**config.mk**
```make
export PLATFORM = sky130hd
export DESIGN_NAME = co2_trend_level_classifier_flat
export DESIGN_NICKNAME = d
export VERILOG_FILES = /design/src/ctlc_pkg.sv /design/src/ctlc_if.sv /design/src/ctlc_cell.sv /design/src/ctlc_tracker.sv /design/src/co2_trend_level_classifier.sv /design/src/flat_wrapper.sv
export SDC_FILE = /design/constraint.sdc
export NUM_CORES = 1
export LEC_CHECK = 0
export ABC_AREA = 1
export BUFFER_PORTS_ARGS = -buffer_cell sky130_fd_sc_hd__buf_2
export CAP_MARGIN = 0
export CORE_UTILIZATION = 31
export CTS_BUF_LIST = sky130_fd_sc_hd__clkbuf_2 sky130_fd_sc_hd__clkbuf_4 sky130_fd_sc_hd__clkbuf_8
export DETAILED_ROUTE_END_ITERATION = 10
export SLEW_MARGIN = 20
export SYNTH_ARGS = -nofsm -noshare
export SYNTH_HDL_FRONTEND = slang
export SYNTH_SLANG_ARGS = --single-unit
```
**constraint.sdc**
```tcl
create_clock -name clk -period 3.7 [get_ports clk]
set_input_delay 0 -clock clk [delete_from_list [all_inputs] [get_ports clk]]
set_output_delay 0 -clock clk [all_outputs]
set_load 0.02 [all_outputs]
```
**src/ctlc_pkg.sv**
```systemverilog
// ----------------------------------------------------------------------------
// ctlc_pkg: shared types and constants
// Word and severity types, severity codes, register indexes and reset
// values for the CO2 trend level classifier.
// ----------------------------------------------------------------------------
package ctlc_pkg;

	localparam int WORD_W    = 16;
	localparam int SEV_W     = 2;
	localparam int CFG_IDX_W = 8;

	typedef logic [WORD_W-1:0]    word_t;
	typedef logic [SEV_W-1:0]     sev_t;
	typedef logic [CFG_IDX_W-1:0] cfg_idx_t;

	// severity codes
	localparam sev_t SEV_NONE   = 2'd0;
	localparam sev_t SEV_L1_DEC = 2'd1;
	localparam sev_t SEV_L1_INC = 2'd2;
	localparam sev_t SEV_L2     = 2'd3;

	// register indexes
	localparam cfg_idx_t REG_LEVEL_ONE = 8'd0;
	localparam cfg_idx_t REG_LEVEL_TWO = 8'd1;

	// register reset values
	localparam word_t LEVEL_ONE_RST = 16'd1000;
	localparam word_t LEVEL_TWO_RST = 16'd1500;

	// control from the sequencer to the max tracker
	typedef struct packed {
		logic clear;
		logic en;
	} trk_ctl_t;

endpackage

```
**src/ctlc_if.sv**
```systemverilog
// ----------------------------------------------------------------------------
// ctlc_if: channel interfaces
// Reading, result and register write channels, each with valid/ready.
// ----------------------------------------------------------------------------
interface ctlc_in_if;
	logic            valid;
	logic            ready;
	ctlc_pkg::word_t co2_ppm;
	logic            data_ready;

	modport source (output valid, output co2_ppm, output data_ready, input ready);
	modport sink   (input valid, input co2_ppm, input data_ready, output ready);
endinterface

interface ctlc_out_if;
	logic           valid;
	logic           ready;
	ctlc_pkg::sev_t severity_level;

	modport source (output valid, output severity_level, input ready);
	modport sink   (input valid, input severity_level, output ready);
endinterface

interface ctlc_cfg_if;
	logic               valid;
	logic               ready;
	ctlc_pkg::cfg_idx_t index;
	ctlc_pkg::word_t    data;

	modport source (output valid, output index, output data, input ready);
	modport sink   (input valid, input index, input data, output ready);
endinterface

```
**src/ctlc_cell.sv**
```systemverilog
// ----------------------------------------------------------------------------
// ctlc_cell: one window cell
// Holds one reading; takes its left neighbor's word when the chain shifts.
// ----------------------------------------------------------------------------
module ctlc_cell (
	input  logic            clk,
	input  logic            arst_n,
	input  logic            shift,
	input  ctlc_pkg::word_t d,
	output ctlc_pkg::word_t q
);
	import ctlc_pkg::*;

	word_t data_q;

	// window cleared at reset
	always_ff @(posedge clk or negedge arst_n) begin
		if (!arst_n) begin
			data_q <= '0;
		end else if (shift) begin
			data_q <= d;
		end
	end

	assign q = data_q;

endmodule

```
**src/ctlc_tracker.sv**
```systemverilog
// ----------------------------------------------------------------------------
// ctlc_tracker: running largest / second largest
// Consumes one word per enabled cycle; duplicates of the max count, so a
// max seen twice becomes the second largest as well.
// ----------------------------------------------------------------------------
module ctlc_tracker (
	input  logic               clk,
	input  logic               arst_n,
	input  ctlc_pkg::trk_ctl_t ctl,
	input  ctlc_pkg::word_t    sample,
	output ctlc_pkg::word_t    second
);
	import ctlc_pkg::*;

	word_t top_q;
	word_t second_q;

	// values are unsigned, so starting both at zero matches a fresh scan
	always_ff @(posedge clk or negedge arst_n) begin
		if (!arst_n) begin
			top_q    <= '0;
			second_q <= '0;
		end else if (ctl.clear) begin
			top_q    <= '0;
			second_q <= '0;
		end else if (ctl.en) begin
			if (sample > top_q) begin
				second_q <= top_q;
				top_q    <= sample;
			end else if (sample > second_q) begin
				second_q <= sample;
			end
		end
	end

	assign second = second_q;

	a_order: assert property (@(posedge clk) disable iff (!arst_n)
		top_q >= second_q)
		else $error("second largest above largest");

endmodule

```
**src/co2_trend_level_classifier.sv**
```systemverilog
// ----------------------------------------------------------------------------
// co2_trend_level_classifier: CO2 severity level with trend
// Keeps a window of recent readings in a chain of cells, finds its second
// largest value by rotating the chain past a tracker, and classifies each
// reading into none / level 1 falling / level 1 rising / level 2.
//
//   channel  | dir | payload                     | handshake
//   ---------+-----+-----------------------------+-------------
//   sample   | in  | co2_ppm[15:0], data_ready   | valid/ready
//   result   | out | severity_level[1:0]         | valid/ready
//   cfg      | in  | index[7:0], data[15:0]      | valid/ready
//
// A ready reading is accepted, rotated through the tracker one step per
// window cell, then classified into the result register. A reading with
// data_ready low skips the rotation and repeats the held level.
// Reset clears the window, the level and both result/control registers;
// level registers return to 1000 and 1500 ppm. cfg is always ready.
// The result register holds an item while result.ready is low; the next
// reading is accepted meanwhile and waits at classification.
// ----------------------------------------------------------------------------
module co2_trend_level_classifier #(
	parameter int WINDOW_DEPTH = 8
) (
	input logic clk,
	input logic arst_n,
	ctlc_in_if.sink    sample,
	ctlc_out_if.source result,
	ctlc_cfg_if.sink   cfg
);
	import ctlc_pkg::*;

	localparam int CNT_W = $clog2(WINDOW_DEPTH);
	localparam logic [CNT_W-1:0] CNT_LAST = CNT_W'(WINDOW_DEPTH - 1);

	localparam logic [1:0] ST_IDLE = 2'd0;
	localparam logic [1:0] ST_SCAN = 2'd1;
	localparam logic [1:0] ST_EMIT = 2'd2;

	logic [1:0]       state_q;
	logic [CNT_W-1:0] cnt_q;
	word_t            level_one_q;
	word_t            level_two_q;
	word_t            x_q;
	logic             ready_q;
	sev_t             sev_q;
	logic             res_valid_q;
	sev_t             res_level_q;

	logic     sample_acc;
	logic     slot_free;
	logic     emit_fire;
	logic     shift_en;
	word_t    chain_head;
	word_t    cell_q [WINDOW_DEPTH];
	trk_ctl_t trk_ctl;
	word_t    win_second;
	sev_t     cls;
	sev_t     emit_val;
	logic [20:0] x20, l1_19, l1_21, m20;
	logic [16:0] x2, l1_plus_m;

	assign sample_acc   = sample.valid && sample.ready;
	assign sample.ready = (state_q == ST_IDLE);
	assign cfg.ready    = 1'b1;
	assign slot_free    = !res_valid_q || result.ready;
	assign emit_fire    = (state_q == ST_EMIT) && slot_free;
	assign result.valid = res_valid_q;
	assign result.severity_level = res_level_q;

	// register writes; unknown indexes are dropped
	always_ff @(posedge clk or negedge arst_n) begin
		if (!arst_n) begin
			level_one_q <= LEVEL_ONE_RST;
			level_two_q <= LEVEL_TWO_RST;
		end else if (cfg.valid && cfg.ready) begin
			case (cfg.index)
				REG_LEVEL_ONE: level_one_q <= cfg.data;
				REG_LEVEL_TWO: level_two_q <= cfg.data;
				default: ;
			endcase
		end
	end

	// window chain: new reading enters at cell 0, rotation during scan
	assign chain_head = (state_q == ST_IDLE) ? sample.co2_ppm : cell_q[WINDOW_DEPTH-1];
	assign shift_en   = (sample_acc && sample.data_ready) || (state_q == ST_SCAN);

	for (genvar i = 0; i < WINDOW_DEPTH; i++) begin : g_cell
		ctlc_cell u_cell (
			.clk    (clk),
			.arst_n (arst_n),
			.shift  (shift_en),
			.d      ((i == 0) ? chain_head : cell_q[(i == 0) ? 0 : i-1]),
			.q      (cell_q[i])
		);
	end

	// tracker watches the tail cell while the chain rotates
	assign trk_ctl = '{clear: sample_acc, en: (state_q == ST_SCAN)};

	ctlc_tracker u_tracker (
		.clk     (clk),
		.arst_n  (arst_n),
		.ctl     (trk_ctl),
		.sample  (cell_q[WINDOW_DEPTH-1]),
		.second  (win_second)
	);

	// classification, factors as exact integer compares
	assign x20       = 21'(x_q) * 21'd20;
	assign l1_19     = 21'(level_one_q) * 21'd19;
	assign l1_21     = 21'(level_one_q) * 21'd21;
	assign m20       = 21'(win_second) * 21'd20;
	assign x2        = {x_q, 1'b0};
	assign l1_plus_m = 17'(level_one_q) + 17'(win_second);

	always_comb begin
		if (x_q < level_one_q) begin
			cls = (sev_q != SEV_NONE && x20 > l1_19) ? SEV_L1_DEC : SEV_NONE;
		end else if (x_q >= level_two_q) begin
			cls = SEV_L2;
		end else if (m20 < l1_21) begin
			cls = (x_q <= win_second) ? SEV_L1_DEC : SEV_L1_INC;
		end else begin
			cls = (x2 <= l1_plus_m) ? SEV_L1_DEC : SEV_L1_INC;
		end
	end

	assign emit_val = ready_q ? cls : sev_q;

	// latched reading
	always_ff @(posedge clk) begin
		if (sample_acc) begin
			x_q <= sample.co2_ppm;
		end
	end

	// sequencer and held level
	always_ff @(posedge clk or negedge arst_n) begin
		if (!arst_n) begin
			state_q     <= ST_IDLE;
			cnt_q       <= '0;
			ready_q     <= 1'b0;
			sev_q       <= SEV_NONE;
		end else begin
			case (state_q)
				ST_IDLE: begin
					if (sample_acc) begin
						ready_q <= sample.data_ready;
						cnt_q   <= '0;
						state_q <= sample.data_ready ? ST_SCAN : ST_EMIT;
					end
				end
				ST_SCAN: begin
					cnt_q <= cnt_q + 1'b1;
					if (cnt_q == CNT_LAST) begin
						state_q <= ST_EMIT;
					end
				end
				ST_EMIT: begin
					if (slot_free) begin
						sev_q   <= emit_val;
						state_q <= ST_IDLE;
					end
				end
				default: begin
					state_q <= ST_IDLE;
				end
			endcase
		end
	end

	// result register: loaded at emit, cleared once taken
	always_ff @(posedge clk or negedge arst_n) begin
		if (!arst_n) begin
			res_valid_q <= 1'b0;
			res_level_q <= SEV_NONE;
		end else if (emit_fire) begin
			res_valid_q <= 1'b1;
			res_level_q <= emit_val;
		end else if (result.ready) begin
			res_valid_q <= 1'b0;
		end
	end

	a_skip: assert property (@(posedge clk) disable iff (!arst_n)
		sample_acc && !sample.data_ready |=> state_q == ST_EMIT && $stable(sev_q))
		else $error("not-ready item disturbed state");

	a_scan_end: assert property (@(posedge clk) disable iff (!arst_n)
		state_q == ST_SCAN && cnt_q == CNT_LAST |=> state_q == ST_EMIT)
		else $error("scan overran window");

	a_emit: assert property (@(posedge clk) disable iff (!arst_n)
		state_q == ST_EMIT && slot_free |=> result.valid && result.severity_level == sev_q)
		else $error("result and held level disagree");

	a_insert: assert property (@(posedge clk) disable iff (!arst_n)
		sample_acc && sample.data_ready |=> cell_q[0] == $past(sample.co2_ppm))
		else $error("reading not written to window");

endmodule
```
**src/flat_wrapper.sv**
```systemverilog
// flat-port wrapper written by rule: the top's interface ports become plain ports
module co2_trend_level_classifier_flat import ctlc_pkg::*;
#(
	parameter int WINDOW_DEPTH = 8
)
  (clk, arst_n, sample_valid, sample_co2_ppm, sample_data_ready, sample_ready, result_valid, result_severity_level, result_ready, cfg_valid, cfg_index, cfg_data, cfg_ready);
  ctlc_in_if sample_i ();
  ctlc_out_if result_i ();
  ctlc_cfg_if cfg_i ();
  input logic clk;
  input logic arst_n;
  input wire logic [$bits(sample_i.valid)-1:0] sample_valid;
  input wire logic [$bits(sample_i.co2_ppm)-1:0] sample_co2_ppm;
  input wire logic [$bits(sample_i.data_ready)-1:0] sample_data_ready;
  output wire logic [$bits(sample_i.ready)-1:0] sample_ready;
  output wire logic [$bits(result_i.valid)-1:0] result_valid;
  output wire logic [$bits(result_i.severity_level)-1:0] result_severity_level;
  input wire logic [$bits(result_i.ready)-1:0] result_ready;
  input wire logic [$bits(cfg_i.valid)-1:0] cfg_valid;
  input wire logic [$bits(cfg_i.index)-1:0] cfg_index;
  input wire logic [$bits(cfg_i.data)-1:0] cfg_data;
  output wire logic [$bits(cfg_i.ready)-1:0] cfg_ready;
  assign sample_i.valid = sample_valid;
  assign sample_i.co2_ppm = sample_co2_ppm;
  assign sample_i.data_ready = sample_data_ready;
  assign sample_ready = sample_i.ready;
  assign result_valid = result_i.valid;
  assign result_severity_level = result_i.severity_level;
  assign result_i.ready = result_ready;
  assign cfg_i.valid = cfg_valid;
  assign cfg_i.index = cfg_index;
  assign cfg_i.data = cfg_data;
  assign cfg_ready = cfg_i.ready;
  co2_trend_level_classifier #(.WINDOW_DEPTH(WINDOW_DEPTH)) u_core (.clk(clk), .arst_n(arst_n), .sample(sample_i), .result(result_i), .cfg(cfg_i));
endmodule
```
==> qor.txt, run 1 <==
Failing checks: negative hold slack, negative setup slack
Mapped Cells: 2113
Maximum VDD drop: 0.0006882 V
Wire per inst: 15.23 um
Ys Warns: 0
Power per cell area: 658.4 nW/um^2
Post-Route WL: 47440 um
Setup Skew: 0.02904 ns
Most frequent cells in the layout: 390 x nand2_1, 308 x inv_1, 262 x ha_1
DRT Pass-1 Iters: 5
Antenna-violating nets left: 0
Post-Place Cells: 2983
Syn nets: 2479
CP required: 4.15 ns
Area fraction of the dominant cell type after synthesis: 0.2757
CTS tree: done
H-tree depth: 2
Initial antenna violation count: 0
Rel. slew slack: 0.3050
# Max-Cap Violations: 0
Die H: 236.6 um
LEAKAGE: 10.76 nW
Arrival time of the worst setup path: 4.51 ns
R2r setup slk: -0.35 ns
DIE WIDTH: 236.6 um
Fin crit period: 4.053 ns
GRT Total Usage: 0.1699
Final Cycle Share: 1.095
Dominant cell type by area after synthesis: dfrtp_1
Detailed Route Iter0 Violations: 825
# fillers: 5347
Nets@finish: 2754
HP Class: input port to flop
Via count: 15010
Remaining Overflow, GRT: 0
Ant diodes: 0
Seq/Total Area, Yosys: 0.3239
Clock Sinks: 217
Post-synth EDFFs: 16
Dpl hpwl: 36500 um
Max FO, Critical Path: 3
Max Slew Vio Count: 0
Total Negative Setup Slacks: -0.7018 ns
Final worst slack: -0.3528 ns
Vias in the first global route: 15130
Site Rows: 85
Most common cell after layout, fill and taps aside: nand2_1
Top FF cell, synth: dfrtp_1
Final Wtd Congestion: 0.8699
Endpoints failing setup: 2
Clock buffer depth: 3
Number of buffer cells added on primary ports: 49
Post-synthesis cell area: 17060 um^2
RSZ-0062 raised after global routing: yes
CORE AREA: 54130 um^2
Die area: 55980 um^2
# DRC: 0
First-pass GRT wire length: 76530 um
Hold_ws: -0.01723 ns
Vias per cell: 4.817
Avg Cell Area, Syn: 8.074 um^2
IO Pins: 51
Non-filler cells, final: 3115
Share of layout cells above drive strength 1: 0.1988
F_max: 246.7 MHz
Crit. End Element: flop
Reg clk slew, reported paths: 0.05 ns
Worst slew pin tran: 1.040 ns
Synth top area cells: dfrtp_1 28%, ha_1 22%, nand2_1 9.2%
Status: finished, violations left
Initial Util: 0.3152
Largest net degree at the start of global routing: 157
Synth-to-Final Area Change: 26.14%
Clk_lat worst skew: 0.57 ns
Yosys cell types: 47
Final hold violation count: 1
Num CTS Buffers: 39
Clock root buffer: clkbuf_8
Critical Path Source Type: flop
FF+latch count, synth: 217
Post-synth ARST share: 0.9263
Tot Pwr: 14.17 mW
Worst Setup Path Type: flop to flop
[where the power goes]
part / internal [mW] / switching, mW
Sequential: 3.41 / 0.699
Clock: 1.50 / 1.06
Combinational: 2.94 / 4.57
[critical path, cell delays in order, from the launching register on]
cell	delay, ns
dfstp_2	0.60
ha_4	0.23
ha_4	0.26
inv_2	0.03
fa_1	0.49
inv_2	0.05
ha_4	0.23
a21oi_2	0.13
nor2_1	0.06
nor2_2	0.10
nor2_1	0.06
nor3_1	0.20
nand3_1	0.11
xnor2_1	0.14
ha_1	0.32
a21oi_1	0.15
o21ai_1	0.11
a21oi_2	0.21
nand2_2	0.09
nor2_4	0.11
nand2_4	0.07
nand2_2	0.07
nand2_1	0.05
nand2_1	0.05
nand2_1	0.04
[path summary, 6_finish.rpt]
check	start	end	depth (start not counted)
worst min register to register	u_core.g_cell[6].u_cell.q[9]$_DFFE_PN0P_	u_core.g_cell[7].u_cell.q[9]$_DFFE_PN0P_	2
worst min-delay path	cfg_index[0]	u_core.level_one_q[11]$_DFFE_PN0P_	3
worst max-delay path	u_core.level_one_q[9]$_DFFE_PN1P_	u_core.result.severity_level[1]$_DFFE_PN0P_	24
worst max register to register	u_core.level_one_q[9]$_DFFE_PN1P_	u_core.result.severity_level[1]$_DFFE_PN0P_	24
min in group asynchronous	arst_n	u_core.g_cell[3].u_cell.q[0]$_DFFE_PN0P_	2
max in group asynchronous	arst_n	u_core.level_one_q[11]$_DFFE_PN0P_	3
[per-stage QoR]
stage	cell area [um^2]	hold WS, ns	util	setup slack (ns)
global route	21520	0.01336	0.3976	-0.5117
finish	21520	-0.01723	0.3976	-0.3528
CTS	20920	0.1339	0.3865	-0.4036
detailed placement	19420	0.1979	0.3588	-0.5842
floorplan	17220	-0.2956	-	-0.02731
global placement	19420	0.1890	0.3588	-0.5782
[cell families (layout without fill, tap and decap cells)]
| kind of cell | count (synthesis) | count (layout) | synth area share |
|---|---|---|---|
| muxes | 4 | 4 | 0.002640 |
| AOI/OAI and AO/OA | 418 | 418 | 0.1311 |
| DFF | 217 | 217 | 0.3239 |
| and+or+nand+nor | 707 | 707 | 0.1723 |
| adders and majority gates | 320 | 320 | 0.2461 |
| other | 1 | 1 | 0.0002198 |
| buffers and inverters | 376 | 682 | 0.08771 |
| xor gates and xnor gates | 70 | 70 | 0.03593 |
[synthesized netlist by cell type, types with 3 or more instances]
cell / number
dfrtp_1: 188
o22ai_1: 17
nand2_1: 416
edfxtp_1: 16
nand3b_1: 4
xnor2_1: 21
a21boi_0: 6
mux2_2: 4
clkbuf_1: 19
fa_1: 26
a21o_1: 7
o21ai_0: 166
nor3_1: 11
buf_2: 17
nand3_1: 82
inv_1: 323
o21a_1: 6
xor2_1: 49
o21bai_1: 10
nand4_1: 30
a31oi_1: 16
nor4_1: 6
nand2_2: 3
ha_1: 294
nor2_1: 146
dfstp_2: 13
buf_4: 12
a21oi_1: 181
[state kept, by name, summed over array words and instances (netlist names), 2 cells and up]
register	cells
u_core.g_cell.u_cell.q	128
u_core.level_one_q	16
u_core.level_two_q	16
u_core.u_tracker.second	16
u_core.u_tracker.top_q	16
u_core.x_q	16
u_core.cnt_q	3
u_core.result.severity_level	2
u_core.state_q	2
[final cells by class]
class / instances / area [um^2] / area share
Clock buffer: 63 / 779.5 / 0.03622
Clock inverter: 9 / 118.9 / 0.005523
Inverter: 326 / 1224 / 0.05686
Multi-Input combinational cell: 1520 / 10840 / 0.5039
Sequential cell: 217 / 5530 / 0.2570
Tap cell: 696 / 870.8 / 0.04046
Timing Repair Buffer: 284 / 2155 / 0.1001
[routing by layer]
| layer | wire (um) | track usage | up-vias | share of wire |
|---|---|---|---|---|
| met5 | 0 | 0 | - | 0 |
| met4 | 2085 | 0.07477 | 0 | 0.044 |
| met3 | 2373 | 0.02273 | 96 | 0.050 |
| met2 | 21690 | 0.2791 | 340 | 0.46 |
| met1 | 21290 | 0.2224 | 7023 | 0.45 |
| li1 | - | - | 7547 | - |
[repair_timing]
item | in CTS | in global routing
setup endpoints to repair | 2 | 2
hold endpoints to repair | 200 | 0
resized for setup | 29 | 112
hold buffers | 37 | 0
pin swaps | 28 | 76
buffers inserted | 15 | 7
(Power assumes the default switching activity.)
==> run 2: changes to the inputs <==
- ABC_AREA: 1 -> unset
- CTS_CLUSTER_SIZE: unset -> 25
==> qor.txt, run 2 <==
Status: finished, violations left
Failing checks: design-rule violations, negative setup slack
Avg Cell Area, Syn: 10.28 um^2 (+27%)
CP required: 4.20 ns (+0.05 ns)
Fin crit period: 4.778 ns (+0.7252 ns)
Dpl hpwl: 34240 um (-6.2%)
Dominant cell type by area after synthesis: dfrtp_1
Die H: 233.5 um (-1.3%)
Synth cell count leaders: 294 x ha_1, 188 x dfrtp_1, 174 x inv_1
Post-Place Cells: 2529 (-15%)
Sw Ratio: 0.4134 (-0.03303)
CORE AREA: 52760 um^2 (-2.5%)
Top-count cell post-synth: ha_1
Final Wtd Congestion: 0.8687 (-0.14%)
Setup Skew: 0.04874 ns (+0.01969 ns)
Largest net degree at the start of global routing: 123 (-22%)
Sequential share of power: 0.207 (-0.083)
Vias in the first global route: 13350 (-12%)
Logic pwr share: 0.666 (+0.136)
Post-Route WL: 43540 um (-8.2%)
CTS tree: done
Nets@finish: 2310 (-16%)
Compound-gate portion of the synthesized area: 0.1205 (-0.01061)
Crit. End Element: flop
IO Pins: 51 (unchanged)
Via count: 13000 (-13%)
Synth top area cells: dfrtp_1 28%, ha_1 22%, mux2_2 9.3%
Antenna-violating nets left: 0 (unchanged)
Slowest cell on the critical path: dfstp_2
Site Rows: 84 (-1.2%)
Largest family of logic cells by synthesized area: adder cells
Most common cell after layout, fill and taps aside: ha_1
CP cell instances: buf_12 -> ha_4 -> ha_4 -> inv_2 -> fa_1 -> inv_2 -> ha_4 -> and3_4 -> o311a_4 -> nor3_2 -> a211o_1 -> o21bai_1 -> a21oi_1 -> xor2_1 -> ha_1 -> a21oi_2 -> nor2b_1 -> o21ai_1 -> nand2_1 -> a41oi_2 -> mux2_4 -> a221oi_2
Die area: 54510 um^2 (-2.6%)
Power per cell area: 948.9 nW/um^2 (+44%)
Clock buffer depth: 3 (unchanged)
Num CTS Buffers: 37 (-5.1%)
Slowest cell delay on critical path: 0.58 ns (-0.02 ns)
Clk_lat worst skew: 0.59 ns (+0.02 ns)
First-pass GRT wire length: 69990 um (-8.5%)
Final worst slack: -1.078 ns (-0.7252 ns)
CP dominant cell by count: ha_4
Ant diodes: 0 (unchanged)
Syn nets: 1982 (-20%)
Clock share of power: 0.127 (-0.053)
Arrival time of the worst setup path: 5.28 ns (+0.77 ns)
Internal power: 11.76 mW (+50%)
H-tree depth: 2 (unchanged)
Worst slew pin tran: 0.9662 ns (-0.07329 ns)
Maximum VDD drop: 0.0005009 V (-27%)
F_max: 209.3 MHz (-15%)
Post-synthesis simple-gate area fraction: 0.08723 (-0.08511)
Mapped Cells: 1616 (-24%)
Non-filler cells, final: 2660 (-15%)
Post-synthesis mux area share: 0.1224 (+0.1198)
Yosys cell types: 67 (+43%)
# Max-Cap Violations: 0 (unchanged)
Ys Warns: 0 (unchanged)
Clock root buffer: clkbuf_8
Max reg flops: 128 (unchanged)
Synth Area in XOR/XNOR: 0.03480 (-0.001135)
Worst Setup Path Type: flop to flop
Final hold violation count: 0 (-1)
Tot Pwr: 20.06 mW (+42%)
Area fraction of the dominant cell type after synthesis: 0.2832 (+0.007477)
Switch Pwr: 8.292 mW (+31%)
LEAKAGE: 10.28 nW (-4.5%)
Post-synthesis cell area: 16610 um^2 (-2.6%)
Most frequent cells in the layout: 269 x ha_1, 222 x buf_4, 187 x dfrtp_1
Vias per cell: 4.889 (+1.5%)
Max Slew Vio Count: 0 (unchanged)
Synth Area in Adders: 0.2528 (+0.006674)
Initial Util: 0.3148 (-0.0003380)
Reg clk slew, reported paths: 0.06 ns (about the same)
DRT Pass-1 Iters: 8 (+3)
Rel. slew slack: 0.3558 (+0.05080)
# DRC: 6 (+6)
Total Negative Setup Slacks: -2.124 ns (-1.422 ns)
Initial antenna violation count: 1 (+1)
DIE WIDTH: 233.5 um (-1.3%)
Post-synth EDFFs: 16 (unchanged)
Endpoints failing setup: 2 (unchanged)
Number of buffer cells added on primary ports: 49 (unchanged)
Detailed Route Iter0 Violations: 599 (-27%)
Final Cycle Share: 1.291 (+0.1960)
Synth-to-Final Area Change: 27.24%
Critical Path Source Type: flop
FF+latch count, synth: 217 (unchanged)
HP Class: input port to flop
GRT Total Usage: 0.1639 (-0.005924)
Seq/Total Area, Yosys: 0.3327 (+0.008784)
Post-synth ARST share: 0.9263 (unchanged)
# fillers: 5143 (-3.8%)
Share of layout cells above drive strength 1: 0.2906 (+0.09173)
Clock Sinks: 217 (unchanged)
Top FF cell, synth: dfrtp_1
Wire per inst: 16.37 um (+7.5%)
Remaining Overflow, GRT: 0 (unchanged)
RSZ-0062 raised after global routing: yes
Max FO, Critical Path: 3 (unchanged)
==> run 2: cell types whose count changed after synthesis, moves of 67 or more <==
cell     change
a21oi_1     -85
inv_1      -149
mux2_2     +133
nand3_1     -67
nor2_1      -78
o21ai_0     -80
nand2_1    -315
==> run 2: what timing repair did <==
item	CTS	global route
endpoints found under the setup margin	2	2
pin swaps	2	43
hold endpoints to repair	179	0
hold buffers	47	0
gates cloned	0	0
setup buffers	6	11
gates resized for setup	10	34
==> run 2: final timing paths <==
check / start / endpoint / slack, ns / depth (start not counted)
worst max-delay path: u_core.level_one_q[9]$_DFFE_PN1P_ / u_core.result.severity_level[1]$_DFFE_PN0P_ / -1.08 / 22
worst min-delay path: cfg_index[5] / u_core.level_one_q[8]$_DFFE_PN1P_ / 0.09 / 7
worst max register to register: u_core.level_one_q[9]$_DFFE_PN1P_ / u_core.result.severity_level[1]$_DFFE_PN0P_ / -1.08 / 22
worst min register to register: u_core.g_cell[4].u_cell.q[4]$_DFFE_PN0P_ / u_core.g_cell[5].u_cell.q[4]$_DFFE_PN0P_ / 0.47 / 1
max in group asynchronous: arst_n / u_core.result.valid$_DFFE_PN0P_ / 2.61 / 3
min in group asynchronous: arst_n / u_core.g_cell[1].u_cell.q[13]$_DFFE_PN0P_ / 0.12 / 2
==> run 2: layer usage <==
layer  GRT usage  share of wire  wire, um  vias to the layer above
met5           0        0.00028        12                        -
met4     0.05438          0.029      1278                        2
met3     0.02710          0.041      1788                       76
met2      0.2657           0.45     19780                      206
met1      0.2205           0.47     20680                     6293
li1            -              -         -                     6427
==> run 2: area by class of cell <==
class	count	area, um^2	area share
Multi-Input combinational cell	1189	10690	0.5057
Sequential cell	217	5528	0.2615
Timing Repair Buffer	325	2524	0.1194
Tap cell	688	860.8	0.04073
Clock buffer	57	721.9	0.03416
Inverter	174	653.1	0.03090
Clock inverter	10	161.4	0.007636
==> run 2: stage by stage <==
stage | util | worst slack (ns) | instance area (um^2) | hold WS, ns
floorplan | - | -0.7265 | 16820 | -0.2956
global placement | 0.3681 | -0.9929 | 19420 | 0.2071
detailed placement | 0.3681 | -1.099 | 19420 | 0.2129
CTS | 0.3953 | -0.9998 | 20860 | 0.04685
global route | 0.4006 | -1.262 | 21140 | 0.1249
finish | 0.4006 | -1.078 | 21140 | 0.09204
==> run 2: logic make-up (layout without fill, tap and decap cells) <==
| kind of cell | Yosys count | count (layout) |
|---|---|---|
| simple gates | 302 | 302 |
| flops | 217 | 217 |
| xor+xnor | 66 | 66 |
| mux | 181 | 181 |
| other cells | 1 | 1 |
| buf+inv | 210 | 566 |
| fa+ha+maj | 320 | 320 |
| compound gates | 319 | 319 |
==> run 2: power by group through the flow <==
stage	Sequential [mW]	Clock [mW]	Combinational, mW
2_1_floorplan	3.99	0	9.04
3_3_place_gp	4.15	0	12.5
3_5_place_dp	4.20	0	12.9
4_1_cts	4.16	2.64	13.2
5_1_grt	4.29	2.76	15.0
6_report	4.16	2.55	13.3
==> run 2: critical path, delay by kind of cell (launching register included) <==
kind | cells | cell delay [ns]
flip-flops | 1 | 0.58
AND/OR/NAND/NOR | 4 | 0.35
adder cells (fa/ha/maj) | 5 | 1.55
XOR/XNOR | 1 | 0.17
AO/OA/AOI/OAI | 8 | 1.52
buffers and inverters | 3 | 0.20
multiplexers | 1 | 0.33
